===== src/rtl/sbm_pkg.sv =====
// Shared types, constants and codes for the SCCB bit-level master.
`timescale 1ns / 1ps

package sbm_pkg;

    // Delay counter width and configuration register width
    localparam int DELAY_W    = 16;
    localparam int CFG_W      = 16;
    localparam int CFG_ADDR_W = 1;

    // Configuration register indexes
    localparam logic [CFG_ADDR_W-1:0] REG_SHORT_DELAY = 1'b0;
    localparam logic [CFG_ADDR_W-1:0] REG_LONG_DELAY  = 1'b1;

    // Reset values of the delay registers
    localparam logic [CFG_W-1:0] SHORT_DELAY_RST = 16'd10;
    localparam logic [CFG_W-1:0] LONG_DELAY_RST  = 16'd50;

    // Stream widths
    localparam int S_TDATA_W = 16;
    localparam int S_TUSER_W = 4;
    localparam int M_TDATA_W = 16;

    // Command / active operation codes
    typedef enum logic [2:0] {
        OP_START = 3'd0,
        OP_STOP  = 3'd1,
        OP_WRITE = 3'd2,
        OP_READ  = 3'd3,
        OP_NOACK = 3'd4,
        OP_IDLE  = 3'd7
    } t_op;

    // Largest legal command code
    localparam logic [2:0] KIND_MAX = 3'd4;

    // Per-tick result of the sequencer
    typedef struct packed {
        logic [7:0] read_data;
        logic       acked;
        logic       done;
        logic       busy;
        logic       sda_is_input;
        logic       sda_level;
        logic       scl_level;
    } t_res;

endpackage


===== src/rtl/sbm_seq.sv =====
// Pin-phase sequencer: advances one tick per accepted beat and builds the tick result.
`timescale 1ns / 1ps

module sbm_seq (
    input  logic                       i_clk,
    input  logic                       i_rst_n,
    input  logic                       i_step,
    input  logic                       i_cmd_valid,
    input  logic [2:0]                 i_kind,
    input  logic [7:0]                 i_write_data,
    input  logic                       i_sda_in,
    input  logic [sbm_pkg::CFG_W-1:0]  i_short_delay,
    input  logic [sbm_pkg::CFG_W-1:0]  i_long_delay,
    output sbm_pkg::t_res              o_res
);
    import sbm_pkg::*;

    localparam logic [32:0] CNT_MAX = (33'd1 << DELAY_W) - 33'd1;

    t_op                r_op,    n_op;
    logic [2:0]         r_phase, n_phase;
    logic [2:0]         r_bit,   n_bit;
    logic [7:0]         r_shift, n_shift;
    logic [DELAY_W-1:0] r_wait,  n_wait;
    logic               r_scl,   n_scl;
    logic               r_sda,   n_sda;
    logic               r_dir,   n_dir;
    logic               r_ack,   n_ack;

    logic               do_apply;
    logic               use_long;
    logic               done;
    logic               acked;
    logic [7:0]         rdata;
    logic [CFG_W-1:0]   dly;
    logic [CFG_W-1:0]   dly_m1;
    logic [32:0]        dly_clamp;

    // Step the sequence: count down, advance phase, finish or start a command
    always_comb begin
        n_op     = r_op;
        n_phase  = r_phase;
        n_bit    = r_bit;
        n_shift  = r_shift;
        n_wait   = r_wait;
        n_scl    = r_scl;
        n_sda    = r_sda;
        n_dir    = r_dir;
        n_ack    = r_ack;
        do_apply = 1'b0;
        done     = 1'b0;
        acked    = 1'b0;
        rdata    = 8'd0;

        if (r_op != OP_IDLE) begin
            if (r_wait != '0) begin
                n_wait = r_wait - 1'b1;
            end else begin
                do_apply = 1'b1;
                unique case (r_op)
                    OP_STOP: begin
                        if (r_phase >= 3'd2) do_apply = 1'b0;
                        else n_phase = r_phase + 3'd1;
                    end
                    OP_WRITE: begin
                        if (r_phase == 3'd2) begin
                            if (r_bit != 3'd7) begin
                                n_bit   = r_bit + 3'd1;
                                n_phase = 3'd0;
                            end else begin
                                n_phase = 3'd3;
                            end
                        end else if (r_phase >= 3'd6) begin
                            do_apply = 1'b0;
                        end else begin
                            n_phase = r_phase + 3'd1;
                        end
                    end
                    OP_READ: begin
                        if (r_phase == 3'd3) begin
                            if (r_bit != 3'd7) begin
                                n_bit   = r_bit + 3'd1;
                                n_phase = 3'd1;
                            end else begin
                                do_apply = 1'b0;
                            end
                        end else begin
                            n_phase = r_phase + 3'd1;
                        end
                    end
                    default: begin
                        // start and no-ack share a four-phase list
                        if (r_phase >= 3'd3) do_apply = 1'b0;
                        else n_phase = r_phase + 3'd1;
                    end
                endcase

                // End of sequence: release the bus turnaround and report
                if (!do_apply) begin
                    if (r_op == OP_WRITE) begin
                        n_dir = 1'b0;
                        acked = r_ack;
                    end
                    if (r_op == OP_READ) begin
                        n_dir = 1'b0;
                        rdata = r_shift;
                    end
                    done    = 1'b1;
                    n_op    = OP_IDLE;
                    n_phase = 3'd0;
                    n_bit   = 3'd0;
                end
            end
        end else if (i_cmd_valid && (i_kind <= KIND_MAX)) begin
            n_op     = t_op'(i_kind);
            n_phase  = 3'd0;
            n_bit    = 3'd0;
            n_ack    = 1'b0;
            n_shift  = (t_op'(i_kind) == OP_WRITE) ? i_write_data : 8'd0;
            do_apply = 1'b1;
        end

        // Apply the pin action of the new phase
        use_long = 1'b0;
        if (do_apply) begin
            unique case (n_op)
                OP_START: begin
                    unique case (n_phase)
                        3'd0:    n_sda = 1'b1;
                        3'd1:    n_scl = 1'b1;
                        3'd2:    n_sda = 1'b0;
                        default: n_scl = 1'b0;
                    endcase
                end
                OP_STOP: begin
                    unique case (n_phase)
                        3'd0:    n_sda = 1'b0;
                        3'd1:    n_scl = 1'b1;
                        default: n_sda = 1'b1;
                    endcase
                end
                OP_NOACK: begin
                    unique case (n_phase)
                        3'd0:    n_sda = 1'b1;
                        3'd1:    n_scl = 1'b1;
                        3'd2:    n_scl = 1'b0;
                        default: n_sda = 1'b0;
                    endcase
                end
                OP_WRITE: begin
                    unique case (n_phase)
                        3'd0: n_sda = n_shift[3'd7 - n_bit];
                        3'd1: n_scl = 1'b1;
                        3'd2: n_scl = 1'b0;
                        3'd4: begin
                            n_dir    = 1'b1;
                            use_long = 1'b1;
                        end
                        3'd5: begin
                            n_scl    = 1'b1;
                            use_long = 1'b1;
                        end
                        3'd6: begin
                            n_ack = ~i_sda_in;
                            n_scl = 1'b0;
                        end
                        default: ;
                    endcase
                end
                OP_READ: begin
                    unique case (n_phase)
                        3'd0: n_dir = 1'b1;
                        3'd2: n_scl = 1'b1;
                        3'd3: begin
                            n_shift = {n_shift[6:0], i_sda_in};
                            n_scl   = 1'b0;
                        end
                        default: ;
                    endcase
                end
                default: ;
            endcase
        end

        // Load the hold: zero counts as one tick, clamp to the counter range
        dly       = use_long ? i_long_delay : i_short_delay;
        dly_m1    = (dly == '0) ? '0 : dly - 1'b1;
        dly_clamp = ({17'd0, dly_m1} > CNT_MAX) ? CNT_MAX : {17'd0, dly_m1};
        if (do_apply) n_wait = dly_clamp[DELAY_W-1:0];
    end

    // Hold sequencer state, advance on each accepted beat
    always_ff @(posedge i_clk) begin
        if (!i_rst_n) begin
            r_op    <= OP_IDLE;
            r_phase <= 3'd0;
            r_bit   <= 3'd0;
            r_shift <= 8'd0;
            r_wait  <= '0;
            r_scl   <= 1'b1;
            r_sda   <= 1'b1;
            r_dir   <= 1'b0;
            r_ack   <= 1'b0;
        end else if (i_step) begin
            r_op    <= n_op;
            r_phase <= n_phase;
            r_bit   <= n_bit;
            r_shift <= n_shift;
            r_wait  <= n_wait;
            r_scl   <= n_scl;
            r_sda   <= n_sda;
            r_dir   <= n_dir;
            r_ack   <= n_ack;
        end
    end

    // Result of this tick
    always_comb begin
        o_res.scl_level    = n_scl;
        o_res.sda_level    = n_sda;
        o_res.sda_is_input = n_dir;
        o_res.busy         = (n_op != OP_IDLE);
        o_res.done         = done;
        o_res.acked        = acked;
        o_res.read_data    = rdata;
    end

    // An idle sequencer holds no pending count and sits at its first phase
    a_idle_clean: assert property (@(posedge i_clk) disable iff (!i_rst_n)
        (r_op == OP_IDLE) |-> (r_wait == '0 && r_phase == 3'd0 && r_bit == 3'd0))
        else $error("sbm_seq: idle with leftover phase or count");

    // SDA is released only inside a write or a read
    a_dir_owner: assert property (@(posedge i_clk) disable iff (!i_rst_n)
        r_dir |-> (r_op == OP_WRITE || r_op == OP_READ))
        else $error("sbm_seq: SDA released outside write or read");

    // A finishing tick always returns the sequencer to idle
    a_done_idle: assert property (@(posedge i_clk) disable iff (!i_rst_n)
        (i_step && done) |=> (r_op == OP_IDLE))
        else $error("sbm_seq: done without returning to idle");

endmodule


===== src/rtl/sccb_bit_level_master.sv =====
// The result of a tick beat is registered and appears on the master side in the cycle after it is taken.
// Throughput: one tick beat per cycle while the output slot is free or drains in the same cycle;
// a held result that the master side does not take stalls the next beat.
// Each tick beat yields exactly one result beat.
// Reset is synchronous, active low: delays return to 10 and 50 ticks, bus lines released.
`timescale 1ns / 1ps

module sccb_bit_level_master (
    input  logic                            i_clk,
    input  logic                            i_rst_n,
    // Configuration write port
    input  logic                            i_cfg_we,
    input  logic [sbm_pkg::CFG_ADDR_W-1:0]  i_cfg_addr,
    input  logic [sbm_pkg::CFG_W-1:0]       i_cfg_wdata,
    // Tick input
    input  logic                            s_axis_tvalid,
    output logic                            s_axis_tready,
    // [7:0] write_data, [8] sda_in, [15:9] zero
    input  logic [sbm_pkg::S_TDATA_W-1:0]   s_axis_tdata,
    // [0] cmd_valid, [3:1] kind
    input  logic [sbm_pkg::S_TUSER_W-1:0]   s_axis_tuser,
    // Tick result
    output logic                            m_axis_tvalid,
    input  logic                            m_axis_tready,
    // [0] scl_level, [1] sda_level, [2] sda_is_input, [3] busy_res, [4] done_res,
    // [5] acked, [13:6] read_data, [15:14] zero
    output logic [sbm_pkg::M_TDATA_W-1:0]   m_axis_tdata
);
    import sbm_pkg::*;

    logic [CFG_W-1:0] r_short_delay;
    logic [CFG_W-1:0] r_long_delay;
    logic             r_out_valid;
    t_res             r_out;
    t_res             seq_res;
    logic             step;

    // Take a beat whenever the output slot is free or drains this cycle
    assign s_axis_tready = !r_out_valid || m_axis_tready;
    assign step          = s_axis_tvalid && s_axis_tready;

    // Delay registers
    always_ff @(posedge i_clk) begin
        if (!i_rst_n) begin
            r_short_delay <= SHORT_DELAY_RST;
            r_long_delay  <= LONG_DELAY_RST;
        end else if (i_cfg_we) begin
            unique case (i_cfg_addr)
                REG_SHORT_DELAY: r_short_delay <= i_cfg_wdata;
                REG_LONG_DELAY:  r_long_delay  <= i_cfg_wdata;
                default: ;
            endcase
        end
    end

    sbm_seq u_seq (
        .i_clk         (i_clk),
        .i_rst_n       (i_rst_n),
        .i_step        (step),
        .i_cmd_valid   (s_axis_tuser[0]),
        .i_kind        (s_axis_tuser[3:1]),
        .i_write_data  (s_axis_tdata[7:0]),
        .i_sda_in      (s_axis_tdata[8]),
        .i_short_delay (r_short_delay),
        .i_long_delay  (r_long_delay),
        .o_res         (seq_res)
    );

    // Output register: valid flag
    always_ff @(posedge i_clk) begin
        if (!i_rst_n) begin
            r_out_valid <= 1'b0;
        end else if (step) begin
            r_out_valid <= 1'b1;
        end else if (m_axis_tready) begin
            r_out_valid <= 1'b0;
        end
    end

    // Output register: payload
    always_ff @(posedge i_clk) begin
        if (step) begin
            r_out <= seq_res;
        end
    end

    assign m_axis_tvalid = r_out_valid;
    assign m_axis_tdata  = {2'b00, r_out.read_data, r_out.acked, r_out.done, r_out.busy,
                            r_out.sda_is_input, r_out.sda_level, r_out.scl_level};

    // A completing tick never reports busy
    a_done_not_busy: assert property (@(posedge i_clk) disable iff (!i_rst_n)
        (r_out_valid && r_out.done) |-> !r_out.busy)
        else $error("sccb_bit_level_master: done together with busy");

    // Ack is only reported on a completing tick
    a_ack_with_done: assert property (@(posedge i_clk) disable iff (!i_rst_n)
        (r_out_valid && r_out.acked) |-> r_out.done)
        else $error("sccb_bit_level_master: ack outside completion");

    // Read data is only nonzero on a completing tick
    a_rdata_with_done: assert property (@(posedge i_clk) disable iff (!i_rst_n)
        (r_out_valid && r_out.read_data != 8'd0) |-> r_out.done)
        else $error("sccb_bit_level_master: read data outside completion");

endmodule

===== config.mk =====
export PLATFORM = sky130hd
export DESIGN_NAME = sccb_bit_level_master
export DESIGN_NICKNAME = d
export VERILOG_FILES = /design/src/rtl/sbm_pkg.sv /design/src/rtl/sbm_seq.sv /design/src/rtl/sccb_bit_level_master.sv
export SDC_FILE = /design/constraint.sdc
export NUM_CORES = 1
export LEC_CHECK = 0
export ABC_AREA = 0
export BUFFER_PORTS_ARGS = -buffer_cell sky130_fd_sc_hd__buf_4
export CORE_MARGIN = 1
export CORE_UTILIZATION = 25
export DETAILED_ROUTE_END_ITERATION = 10
export GPL_TIMING_DRIVEN = 1
export MAX_ROUTING_LAYER = met4
export PLACE_DENSITY_LB_ADDON = 0.1
export RECOVER_POWER = 25
export REMOVE_ABC_BUFFERS = 1
export SLEW_MARGIN = 15
export SYNTH_ARGS = -nofsm -noshare
export SYNTH_HDL_FRONTEND = slang
export SYNTH_SLANG_ARGS = --single-unit

===== constraint.sdc =====
create_clock -name i_clk -period 5.7 [get_ports i_clk]
set_clock_uncertainty 0.2 [all_clocks]
set_input_delay 0.855 -clock i_clk [delete_from_list [all_inputs] [get_ports i_clk]]
set_output_delay 0.855 -clock i_clk [all_outputs]
set_load 0.01 [all_outputs]

Word level (Yosys, flattened, before mapping)
Cells that the tools add are included.
Cells by class
  add/subtract/negate cells: 5
  $lt $le $gt $ge: 5
  equality and inequality tests: 19
  multiplexer cells: 82
  bitwise operators: 5
  reductions and logical operators: 22
Operators by type and width (count)
  2-to-1 mux 16 bit: 5
  2-to-1 mux 3 bit: 21
  2-to-1 mux 8 bit: 6
  2-to-1 mux 1 bit: 35
  subtractor 16 x 1 -> 16 bit, second input constant: 2
  == test 3 x 2 -> 1 bit, second input constant: 9
  zero test 16 bit: 1
  case mux 1 bit (2 select lines): 8
  nonzero test 16 bit: 1
  == test 3 bit, second input constant: 4
  OR reduction 2 bit: 6
  == test 3 x 1 -> 1 bit, second input constant: 3
  != test 3 bit, second input constant: 3
  case mux 3 bit (3 select lines): 1
  OR reduction 4 bit: 2
  adder 3 x 1 -> 3 bit, second input constant: 2
  greater-or-equal comparator 3 x 2 -> 1 bit, second input constant: 2
  zero test 3 bit: 2
  case mux 3 bit (2 select lines): 1
  nonzero test 2 bit: 3
  inverter 1 bit: 5
  case mux 1 bit (5 select lines): 1
  less-than comparator 3 x 4 -> 1 bit, second input constant: 1
  case mux 1 bit (4 select lines): 1
  other kinds (11): 13
Word-level totals
  register bits: 84
  bits of input ports: 42
  output and inout bits: 18
  word-level logic and storage cells: 157

Depth between registers and ports, before layout
  depth in word-level cells: 18
  mapped depth: 20

Cells and area by module
Synthesis repeated with hierarchy kept, for this count alone.
Second synthesis, totals
  cell total of the unflattened synthesis: 682
  area, all modules: 5520.3 sq um
Modules (own cells, without submodules)
  sbm_seq: times used 1, cells each 531, area an instance 3777.4 sq um, sequential area each 740.7 sq um
  sccb_bit_level_master: times used 1, cells each 151, area an instance 1742.9 sq um, sequential area each 1081.0 sq um

Worst setup path after synthesis
OpenSTA, ideal clock, no wires.
  path type: register to register
  start point: reg u_seq.r_phase[2]
  end point: reg u_seq.r_wait[14]
  setup time: 70 ps
  data arrival time: 4219 ps
  setup slack: 1211 ps
  cell stages (with the launch flop): 20
  clock period less this slack: 4489 ps
  path through: dfxtp_1 > clkbuf_1 > inv_1 > ha_1 > a211oi_1 > a22o_1 > o31ai_1 > and2_1 > buf_2 > nor3_2 > nand4_2 > clkbuf_1 > mux2i_1 > ha_1 > nand2b_1 > or4_1 > nor4_1 > xnor2_1 > a211o_1 > a21oi_1
On the way
  word-level cells in the longest chain between the ends: 18
  elaborated cells on any way between the ends: 45
  classes of those cells: add/sub: 2; order compare: 3; eq/ne: 5; mux: 30; reduce/logical: 5
Ends and longest elaborated chain
  start, declared: line sbm_seq.sv:21  | logic [2:0] r_phase, n_phase;
  start signal, assigned: line sbm_seq.sv:206  | r_phase <= n_phase;
  greater-or-equal comparator 3 bit: line sbm_seq.sv:73  | end else if (r_phase >= 3'd6) begin
  2-to-1 mux 1 bit: line sbm_seq.sv:73
  2-to-1 mux 1 bit: line sbm_seq.sv:66  | if (r_phase == 3'd2) begin
  case mux 1 bit (3 select lines): line sbm_seq.sv:60  | unique case (r_op)
  2-to-1 mux 1 bit: line sbm_seq.sv:56  | if (r_wait != '0) begin
  2-to-1 mux 1 bit: line sbm_seq.sv:55  | if (r_op != OP_IDLE) begin
  2-to-1 mux 3 bit: line sbm_seq.sv:99  | if (!do_apply) begin
  2-to-1 mux 3 bit: line sbm_seq.sv:56
  [2 not listed]
  OR reduction 2 bit (no source line)
  2-to-1 mux 1 bit: line sbm_seq.sv:151  | unique case (n_phase)
  2-to-1 mux 1 bit: line sbm_seq.sv:126  | unique case (n_op)
  2-to-1 mux 1 bit: line sbm_seq.sv:125  | if (do_apply) begin
  2-to-1 mux 16 bit: line sbm_seq.sv:186  | dly = use_long ? i_long_delay : i_short_delay;
  subtractor 16 x 1 -> 16 bit / zero test 16 bit (equally long branches): line sbm_seq.sv:187  | dly_m1 = (dly == '0) ? '0 : dly - 1'b1;
  2-to-1 mux 16 bit: line sbm_seq.sv:187
  2-to-1 mux 16 bit: line sbm_seq.sv:189  | if (do_apply) n_wait = dly_clamp[DELAY_W-1:0];
  end signal, assigned: line sbm_seq.sv:209  | r_wait <= n_wait;
  end, declared: line sbm_seq.sv:24  | logic [DELAY_W-1:0] r_wait, n_wait;
Parallel ways exist; a longest one is shown, timed or not. The select of a mux whose other input is x is not followed.
A chain may end at the register's enable or synchronous reset.

Final worst setup path
Ends and elaborated chain as after synthesis.

==> metrics.txt <==
DR vias/cell=5.031; Worst-Margin Slew=937.0 ps; Worst VDD drop=0.1510 mV; GRT Resource Usage Total=15.60%; Post-CTS Resized=0; initial DRC count=320; ANT nets after route=0; WS Path Type=reg -> reg; Clock Sinks=84; cts hold-fix bufs=0; Crit path depth=17; Leak=2.489 nW; CTS tree=built; Remaining Overflow, GRT=0; worst-case clock buffer depth=2; Worst Setup EP=u_seq.r_wait[14]; RSZ-0062 raised after global routing=no; CP top delay family=compound AO/OA/AOI/OAI gates; worst path arrival time=5260 ps; final worst path period need=5187 ps; fin cells=1,008; top cells by area, synth=dfxtp_1, nand2_1, edfxtp_1; initial core utilization=25.39%; max frequency=0.1928 GHz; FP Rows=53; Worst setup SP type=flop; vias in the first global route=4,936; pwr dens=321.1 nW/um2; Post-CTS Setup Bufs=0; die width=147.9 um; Die Span Y=147.9 um; Post-synth ARST share=0%; CTS H-tree depth=3; Core Region=20,960 um2; clock input transition at the sequential cells of the worst setup and hold paths=70 ps; relative slew slack=37.50%; DP Cell Count=992; #FFs+latches synth=84; top cells by count, synth=nand2_1, a21oi_1, dfxtp_1; hold crit path type=reg -> reg; WL final=15,940 um; final setup TNS=0 ps; DRT Pass-1 Iters=4; Max Slew Vio Count=0; HPWL after DPL=11,780 um; Synth Instances=694; Setup-failing EPs final=0; CP peak stage delay=780 ps; RR Startpoint=u_seq.r_phase[2]; Layout Utilization=29.96%; layout cells sized above 1=14.19%; flop2flop setup slack=510 ps; full die area=21,870 um2; Vias=5,071; ys flop type=dfxtp_1; CTS buffer count=9; outcome=completed; Design Area, Final=6279 um2; syn avg cell area=7.666 um2; Ant. Diodes=0; Post-synth EDFFs=14; Worst Setup SP=u_seq.r_phase[2]; WL/cell=15.82 um; largest net degree at the start of global routing=50; DP Area=5947 um2; Worst-Skew Late Latency=350 ps; Residual DRC=0; crit path buf inv count=1; first-pass GRT wire length=26,180 um; Critical Path End Type=flop; Syn-to-layout area delta=18.02%; sequential cell area fraction in the yosys report=34.24%; FF-to-FF End=u_seq.r_wait[14]; IO Port Bufs=50; count leader, synth=nand2_1; Clock Root Buffer=clkbuf_16; Synth area leader=dfxtp_1; Yosys warnings=0; post-synth top area share=26.34%; Syn Std Cell Area=5320 um2; Crit Path Max Fanout=12; final count of hold timing violations=0; Critical-path top delay cell=a211oi_2; maxcap violations=0; worst r2r path cells=17; period utilization=91.00%; cell breakdown of the critical path=inv_1, ha_1, a211oi_1, and2_1, nor2b_1, a21oi_1, a211oi_2, nand4_2, mux2i_1, ha_1, nand3b_1, or2_2, nor4_1, xor2_1, nor2_1, a211o_1, a21oi_1; nets=776; worst endpoint required time=5780 ps; GPL Wtd Cong=0.8075; post-synthesis cell type count=75; initial antenna violation count=0; IO Count=60; worst hold slack=266.7 ps
## logic make-up after synthesis
kind of cell	after synthesis	synth area share [%]
other	1	0.07049
buffers and inverters	52	4.304
DFF	84	34.24
xor gates and xnor gates	25	4.116
and+or+nand+nor	318	29.61
adders and majority gates	7	1.599
AOI/OAI and AO/OA	188	22.41
muxes	19	3.645
## power by group
part / total (mW) / internal, mW / leakage (nW) / switching (mW)
Sequential: 0.705 / 0.651 / 0.708 / 0.0542
Combinational: 0.648 / 0.248 / 1.62 / 0.400
Clock: 0.663 / 0.392 / 0.159 / 0.271
## state kept, by name, indices dropped and copies added, names as in the netlist
signal / cells
u_seq.r_phase: 3
u_seq.r_op: 3
r_short_delay: 16
u_seq.r_shift: 8
m_axis_tvalid: 1
m_axis_tdata: 14
u_seq.r_scl: 1
r_long_delay: 16
u_seq.r_sda: 1
u_seq.r_bit: 3
u_seq.r_dir: 1
u_seq.r_wait: 16
u_seq.r_ack: 1
## how the worst min path moves through the flow
stage / start / end / depth (start not counted) / slack (ps)
CTS: u_seq.r_ack / u_seq.r_ack / 2 / 270
detailed placement: u_seq.r_shift[2] / u_seq.r_shift[2] / 2 / 260
finish: u_seq.r_ack / u_seq.r_ack / 2 / 270
global placement: u_seq.r_ack / u_seq.r_ack / 2 / 250
floorplan: u_seq.r_ack / u_seq.r_ack / 2 / 230
global route: u_seq.r_ack / u_seq.r_ack / 2 / 290
## worst reg2reg max path, stage by stage (launching register included)
cell	delay (ps)
dfxtp_1	610
inv_1	140
ha_1	280
a211oi_1	300
and2_1	190
nor2b_1	130
a21oi_1	90
a211oi_2	780
nand4_2	290
mux2i_1	280
ha_1	270
nand3b_1	220
or2_2	390
nor4_1	280
xor2_1	190
nor2_1	50
a211o_1	290
a21oi_1	150
## per-stage QoR
| stage | power, mW | worst slack, ps |
|---|---|---|
| floorplan | 1.170 | 988.7 |
| global placement | 1.364 | 592.9 |
| detailed placement | 1.371 | 533.2 |
| CTS | 2.045 | 490.1 |
| global route | 2.154 | 51.11 |
| finish | 2.016 | 513.2 |
## per-layer routing
| metal | wire length [um] | vias up | GRT usage (%) |
|---|---|---|---|
| li1 | - | 2558 | - |
| met1 | 7367 | 2421 | 18.88 |
| met2 | 7886 | 82 | 26.49 |
| met3 | 503 | 10 | 2.747 |
| met4 | 186 | 0 | 4.381 |
| met5 | 0 | - | - |
## area by class of cell
cell class | instances | area, um2
clock buffers | 9 | 225.2
clock inverters | 7 | 110.1
fillers | 2343 | 14680
inverters | 13 | 50.05
multi-input cells | 559 | 3273
flip-flops and latches | 84 | 1822
well taps | 275 | 344.1
repair buffers | 61 | 454.2
## layout by cell type, fill, tap and decap left out, types with 12 or more instances in the layout
cell type    n
and2_1      12
dfxtp_1     70
buf_4       60
and3_1      13
nor4_1      12
nor2_1      48
o21ai_0     41
nand2_1    133
nand3_1     16
xnor2_1     14
edfxtp_1    14
nor3_1      22
mux2i_1     18
inv_1       12
a21oi_1     76
(Power assumes the default switching activity.)
